--- src/hdl/gns_pkg.sv ---
// Shared constants, queue item type and cosine weight table of the node sampler.
// No dependencies.
`timescale 1ns / 1ps

package gns_pkg;

  localparam int MAX_SIDE       = 64;
  localparam int CELL_SIZE_LOG2 = 5;
  localparam int FRACTION_BITS  = 8;

  localparam int SIDE_W     = $clog2(MAX_SIDE);
  localparam int CFG_W      = 7;
  localparam int POS_W      = 24;
  localparam int POS_SHIFT  = 8 + CELL_SIZE_LOG2;
  localparam int CELL_W     = POS_W - POS_SHIFT;
  localparam int FB         = FRACTION_BITS;
  localparam int T_W        = FB + 1;
  localparam int FRAC_ONE   = 1 << FB;
  localparam int BANK_AW    = 2 * (SIDE_W - 1);
  localparam int BANK_DEPTH = 1 << BANK_AW;
  localparam int CW_W       = 17;
  localparam int CW_ONE     = 65536;
  localparam int DATA_W     = 16;
  localparam int NODE_W     = 6 * DATA_W;
  localparam int U_W        = DATA_W + FB;

  // divisors (2k-1)*(2k) of the cosine series terms
  localparam longint unsigned TAYLOR_DIV [1:12] = '{
    64'd2, 64'd12, 64'd30, 64'd56, 64'd90, 64'd132,
    64'd182, 64'd240, 64'd306, 64'd380, 64'd462, 64'd552
  };

  typedef enum logic {
    OP_WRITE  = 1'b0,
    OP_SAMPLE = 1'b1
  } op_e;

  typedef enum logic {
    CFG_GRID_WIDTH  = 1'b0,
    CFG_GRID_HEIGHT = 1'b1
  } cfg_idx_e;

  // One queued beat: a node write or a classified sample.
  typedef struct packed {
    logic                       is_write;
    logic [1:0]                 wr_bank;
    logic [BANK_AW-1:0]         wr_addr;
    logic [NODE_W-1:0]          wr_data;
    logic [3:0][BANK_AW-1:0]    rd_addr;
    logic                       px;
    logic                       pz;
    logic [T_W-1:0]             tx;
    logic [T_W-1:0]             tz;
    logic [CW_W-1:0]            cwx;
    logic [CW_W-1:0]            cwz;
  } gns_item_t;

  // (1-cos(pi*i/256))/2 in Q0.16 from a Q30 Taylor series
  function automatic logic [CW_W-1:0] rom_entry(int unsigned i);
    longint unsigned a;
    longint unsigned a2;
    longint unsigned term;
    longint          cv;
    longint          d;
    a    = (longint'(i) * 64'd3373259426 + 64'd128) >> 8;
    a2   = (a * a) >> 30;
    term = 64'd1 << 30;
    cv   = longint'(term);
    for (int k = 1; k <= 12; k++) begin
      term = ((term * a2) >> 30) / TAYLOR_DIV[k];
      if (k[0]) cv = cv - longint'(term);
      else      cv = cv + longint'(term);
    end
    d = (longint'(1) << 30) - cv;
    if (d < 0) d = 0;
    if (d > (longint'(1) << 31)) d = longint'(1) << 31;
    return CW_W'((d + (longint'(1) << 14)) >> 15);
  endfunction

  function automatic logic [255:0][CW_W-1:0] build_cos_rom();
    logic [255:0][CW_W-1:0] r;
    for (int i = 0; i <= 128; i++) r[i] = rom_entry(i);
    for (int i = 129; i < 256; i++) r[i] = CW_W'(CW_ONE) - r[256 - i];
    return r;
  endfunction

  localparam logic [255:0][CW_W-1:0] COS_ROM = build_cos_rom();

endpackage

--- src/hdl/gns_fifo.sv ---
// Two-entry queue between front and back end, one push and one pop per cycle.
// Uses gns_pkg for the item type.
`timescale 1ns / 1ps

module gns_fifo import gns_pkg::*; (
  input  logic      clk_i,
  input  logic      rst_ni,
  input  logic      push_i,
  input  gns_item_t item_i,
  output logic      ready_o,
  input  logic      pop_i,
  output logic      valid_o,
  output gns_item_t item_o
);

  gns_item_t  mem_q [2];
  logic       wr_ptr_q;
  logic       wr_ptr_d;
  logic       rd_ptr_q;
  logic       rd_ptr_d;
  logic [1:0] cnt_q;
  logic [1:0] cnt_d;

  assign ready_o = (cnt_q != 2'd2);
  assign valid_o = (cnt_q != 2'd0);
  assign item_o  = mem_q[rd_ptr_q];

  always_comb begin
    wr_ptr_d = wr_ptr_q ^ push_i;
    rd_ptr_d = rd_ptr_q ^ pop_i;
    cnt_d    = cnt_q + 2'(push_i) - 2'(pop_i);
  end

  always_ff @(posedge clk_i or negedge rst_ni) begin
    if (!rst_ni) begin
      wr_ptr_q <= 1'b0;
      rd_ptr_q <= 1'b0;
      cnt_q    <= 2'd0;
    end else begin
      wr_ptr_q <= wr_ptr_d;
      rd_ptr_q <= rd_ptr_d;
      cnt_q    <= cnt_d;
    end
  end

  always_ff @(posedge clk_i) begin
    if (push_i) mem_q[wr_ptr_q] <= item_i;
  end

endmodule

--- config.mk ---
export PLATFORM = sky130hd
export DESIGN_NAME = gns_fifo
export DESIGN_NICKNAME = d
export VERILOG_FILES = /design/src/hdl/gns_pkg.sv /design/src/hdl/gns_fifo.sv
export SDC_FILE = /design/constraint.sdc
export NUM_CORES = 1
export LEC_CHECK = 0
export BUFFER_PORTS_ARGS = -buffer_cell sky130_fd_sc_hd__buf_2
export CORE_MARGIN = 2
export CORE_UTILIZATION = 53
export DETAILED_ROUTE_END_ITERATION = 16
export PLACE_DENSITY_LB_ADDON = 0.12
export SKIP_LAST_GASP = 1
export SLEW_MARGIN = 10
export SYNTH_ARGS = -nofsm -noshare
export SYNTH_HDL_FRONTEND = slang
export SYNTH_SLANG_ARGS = --single-unit
--- constraint.sdc ---
create_clock -name clk_i -period 7.9 [get_ports clk_i]
set_input_delay 0.79 -clock clk_i [delete_from_list [all_inputs] [get_ports clk_i]]
set_output_delay 0.79 -clock clk_i [all_outputs]
set_load 0.02 [all_outputs]
== After elaboration in Yosys (flattened, before gate mapping) ==
Memory sizes are Yosys's and may differ from the RTL's.
Cells that the tools add are included.

* Bits in registers: 4
* Bits in writable memories: 406
* Bits of input ports: 207
* Memories: 1

* Add/subtract/negate cells: 2
* Equal/unequal tests: 1
* Muxes and demuxes: 2
* Bitwise gates (word level): 2
* Reductions and logical operators: 1

{| class="wikitable"
|+ Memory list
! memory !! words !! width !! read ports !! clocked after Yosys merged registers in !! write ports !! RTL line !! text
|-
| mem_q || 2 || 203 || 1 || 0 || 1 || gns_fifo.sv:16 || <nowiki>gns_item_t mem_q [2];</nowiki>
|}

{| class="wikitable"
|+ Operators by type and width
! cell !! count
|-
| $add A2 B1 Y2 || 1
|-
| $mux W1 || 2
|-
| $ne A2 B2 Y1 const B || 1
|-
| $reduce_bool A2 Y1 || 1
|-
| $sub A2 B1 Y2 || 1
|-
| $xor A1 B1 Y1 || 2
|}

== Depth between registers and ports, before layout ==
* Word-level depth: 2
* Gate-level depth with buffers: 5

== Least setup slack after synthesis ==
Ideal clock, no wire load.

* Kind: input-to-reg
* From: in push_i
* To: mem mem_q[0][0] in the netlist's numbering (enable)
* Arrival: 5.488 ns
* Data required time: 7.310 ns
* Path slack: 1.823 ns
* Cell stages on the path: 1
* Path buffers: 0
* Cell sequence: ha_1

* Word-level cells in the longest chain between the ends: 2

{| class="wikitable"
|+ Ends and longest elaborated chain
! element !! RTL line !! text
|-
| start, declared || gns_fifo.sv:8 || <nowiki>input logic push_i,</nowiki>
|-
| $mux W1 || gns_fifo.sv:47 || <nowiki>if (push_i) mem_q[wr_ptr_q] <= item_i;</nowiki>
|-
| $mux W1 (not written as such) || gns_fifo.sv:47 ||
|-
| end, declared || gns_fifo.sv:16 ||
|}

Every way passes these cells.

==> summary.txt <==
Logic synthesis
  – Main synth FF type: edfxtp_1
  – Synth cell count leaders: 406 x edfxtp_1, 160 x mux2_4, 43 x mux2_2
  – Sequential-to-total area share from yosys stat: 79.19%
  – Top-area cell type share of the netlist area: 78.54%
  – Number of synthesized flops with an enable pin: 406
  – Mean post-synth cell area: 23.95 µm²
  – Async set-or-reset flop fraction in the synthesized netlist: 0.9756%
  – Leading area contributor after synthesis: edfxtp_1
  – Area contributors post-synth: edfxtp_1 79%, mux2_4 15%, mux2_2 3.1%
  – Synth Cell Area: 15520 µm²
  – Syn. warnings: 0
  – Flops & latches, synth: 410
  – Distinct cell type count after synthesis: 12
  – Post-Syn Instances: 648
  – Most instantiated library cell after synthesis: edfxtp_1
  – Post-Synthesis Net Count: 859

Layout
  – Share of layout cells above drive strength 1: 60.63%
  – Final Non-Filler Cells: 1508
  – Area Overhead vs Synth: 23.71%
  – Net count, final: 1297
  – Finished Cell Area: 19200 µm²
  – Final core utilization: 66.72%
  – Filler instances: 1988

Placement
  – Cell area after placement: 17910 µm²
  – Pre-CTS WS: 4.775 ns
  – # port buffers: 411
  – RePlAce Congestion: 0.7508
  – Cells after DPL: 1426
  – Placed wire-length estimate: 20.16 mm

Drt
  – Starting DRC count in detailed routing: 617
  – Vias per inst: 4.995
  – Via count: 7533
  – Detail-routed net length per standard cell: 19.86 µm
  – Drt drc: 0
  – Iteration count of the initial detailed-routing pass: 5
  – Final wirelength: 29.96 mm
  – Detail Route Antenna Nets: 0

STA
  – WHS: 0.06453 ns
  – Final Cycle Share: 46.51%
  – Final Hold Vio Count: 0
  – Final worst slack: 4.226 ns
  – RSZ-0062 raised after global routing: no
  – Maximum clock rate: 272.2 MHz
  – Slew headroom: 32.01%
  – Worst-margin pin slew: 1.020 ns
  – # setup viols final: 0
  – Final worst clock skew: 0.01419 ns
  – Final Slew Violations: 0
  – Period minus WS final: 3.674 ns
  – Setup TNS Final: 0 ns

Min path
  – Tightest Hold Check Type: input port to asynchronous set/reset pin

CTS
  – Root Driver: clkbuf_16
  – # clock sinks: 410
  – Clock slew seen by the registers of the worst setup and hold paths: 0.06 ns
  – Worst-Skew Late Latency: 0.52 ns
  – Hold bufs inserted after CTS: 0
  – Clock Tree Buf Depth: 3
  – CTS tree: yes
  – Post_cts resized: 0
  – Total CTS buffers: 42
  – H-tree depth: 2
  – Post-CTS setup buffers: 0

Power
  – Clk pwr share: 24.9%
  – Combinational share of power: 33.3%
  – Max IR drop VDD: 0.2498 mV
  – Tot Pwr: 7.313 mW
  – Net Sw Frac: 31.18%
  – Leakage power: 7.685 nW
  – Sequential share of power: 41.8%
  – Switching power of the nets: 2.280 mW
  – Power density over cell area: 380.8 nW/µm²
  – Pint: 5.033 mW

Die
  – # IOs: 412
  – Placeable Area: 28780 µm²
  – Die Span X: 175.1 µm
  – Die Y: 175.1 µm
  – # rows: 62
  – Starting Density: 53.93%
  – Die area: 30670 µm²

Outcome
  – Status: complete, no violations

Global route
  – Vias in the first global route: 7693
  – First-pass GRT wire length: 44.10 mm
  – Initial antenna violation count: 13
  – All-Layer GR Usage: 19.05%
  – Grt ovf: 0
  – Pin count of the biggest net entering global routing: 109

Critical path
  – Critical path peak fanout: 49
  – Crit path kind: register to output pin
  – Startpoint types: register
  – Crit end category: output pin
  – Worst path arrival time: 2.88 ns
  – WP data required: 7.11 ns

Run
  – Max_cap viols: 0
-- power by group through the flow --
stage | Sequential, mW | Combinational, mW | Clock [mW]
6_report | 3.05 | 2.44 | 1.82
3_3_place_gp | 3.09 | 2.46 | 0
3_5_place_dp | 3.10 | 2.47 | 0
2_1_floorplan | 3.09 | 1.89 | 0
5_1_grt | 3.09 | 2.58 | 1.95
4_1_cts | 3.06 | 2.48 | 1.86
-- sequential cells by signal, indices dropped and copies added (netlist names) --
signal and count:
cnt_q 2, mem_q 406, rd_ptr_q 1, wr_ptr_q 1
-- layer usage --
layer,part of all wire (%),global-route usage (%),up-vias
met5,0.17,0,-
met4,3.1,7.604,8
met3,9.2,6.984,58
met2,51,32.45,311
met1,36,21.89,3676
li1,-,-,3480
-- critical path, stage by stage (launching register included) --
cell and delay [ns]:
dfrtp_4 0.99, buf_4 0.81, mux2_4 0.36, buf_2 0.16
-- layout make-up --
cell class,count,area [µm²],share of cell area [%]
Antenna cell,9,22.52,0.1173
Clock buffer,60,1182,6.157
Clock inverter,13,86.33,0.4496
Inverter,4,15.01,0.07819
Multi-Input combinational cell,211,3007,15.66
Sequential cell,410,12300,64.03
Tap cell,384,480.5,2.502
Timing Repair Buffer,417,2115,11.01
-- path summary, 6_finish.rpt --
check                            from           end  slack, ns  cells past startpoint
max                          rd_ptr_q    item_o[46]       4.23                      3
max reg2reg                  wr_ptr_q  mem_q[0][61]       5.35                      3
min reg2reg                  cnt_q[1]      cnt_q[1]       0.65                      1
max in group asynchronous      rst_ni      rd_ptr_q       7.70                      1
min in group clk_i         item_i[14]  mem_q[1][14]       0.46                      1
min                            rst_ni      cnt_q[0]       0.06                      1
-- layout by cell type (no fill, tap or decap), drive strengths merged --
cell type and instances:
xor3 1, or2 1, buf 417, clkbuf 60
dfrtp 4, mux2 203, inv 4, bufinv 1
diode 9, nand2b 1, clkinv 12, ha 4
edfxtp 406, xor2 1
-- cells by family (layout without fill, tap and decap cells) --
kind of cell / count (synthesis) / in the layout / synth area share, %
and+or+nand+nor: 2 / 2 / 0.08066
xor gates and xnor gates: 2 / 2 / 0.2096
buffers and inverters: 27 / 494 / 1.604
muxes: 203 / 203 / 18.60
other: 0 / 9 / 0
adders and majority gates: 4 / 4 / 0.3224
DFF: 410 / 410 / 79.19
Power figures use the tool's default switching activity.
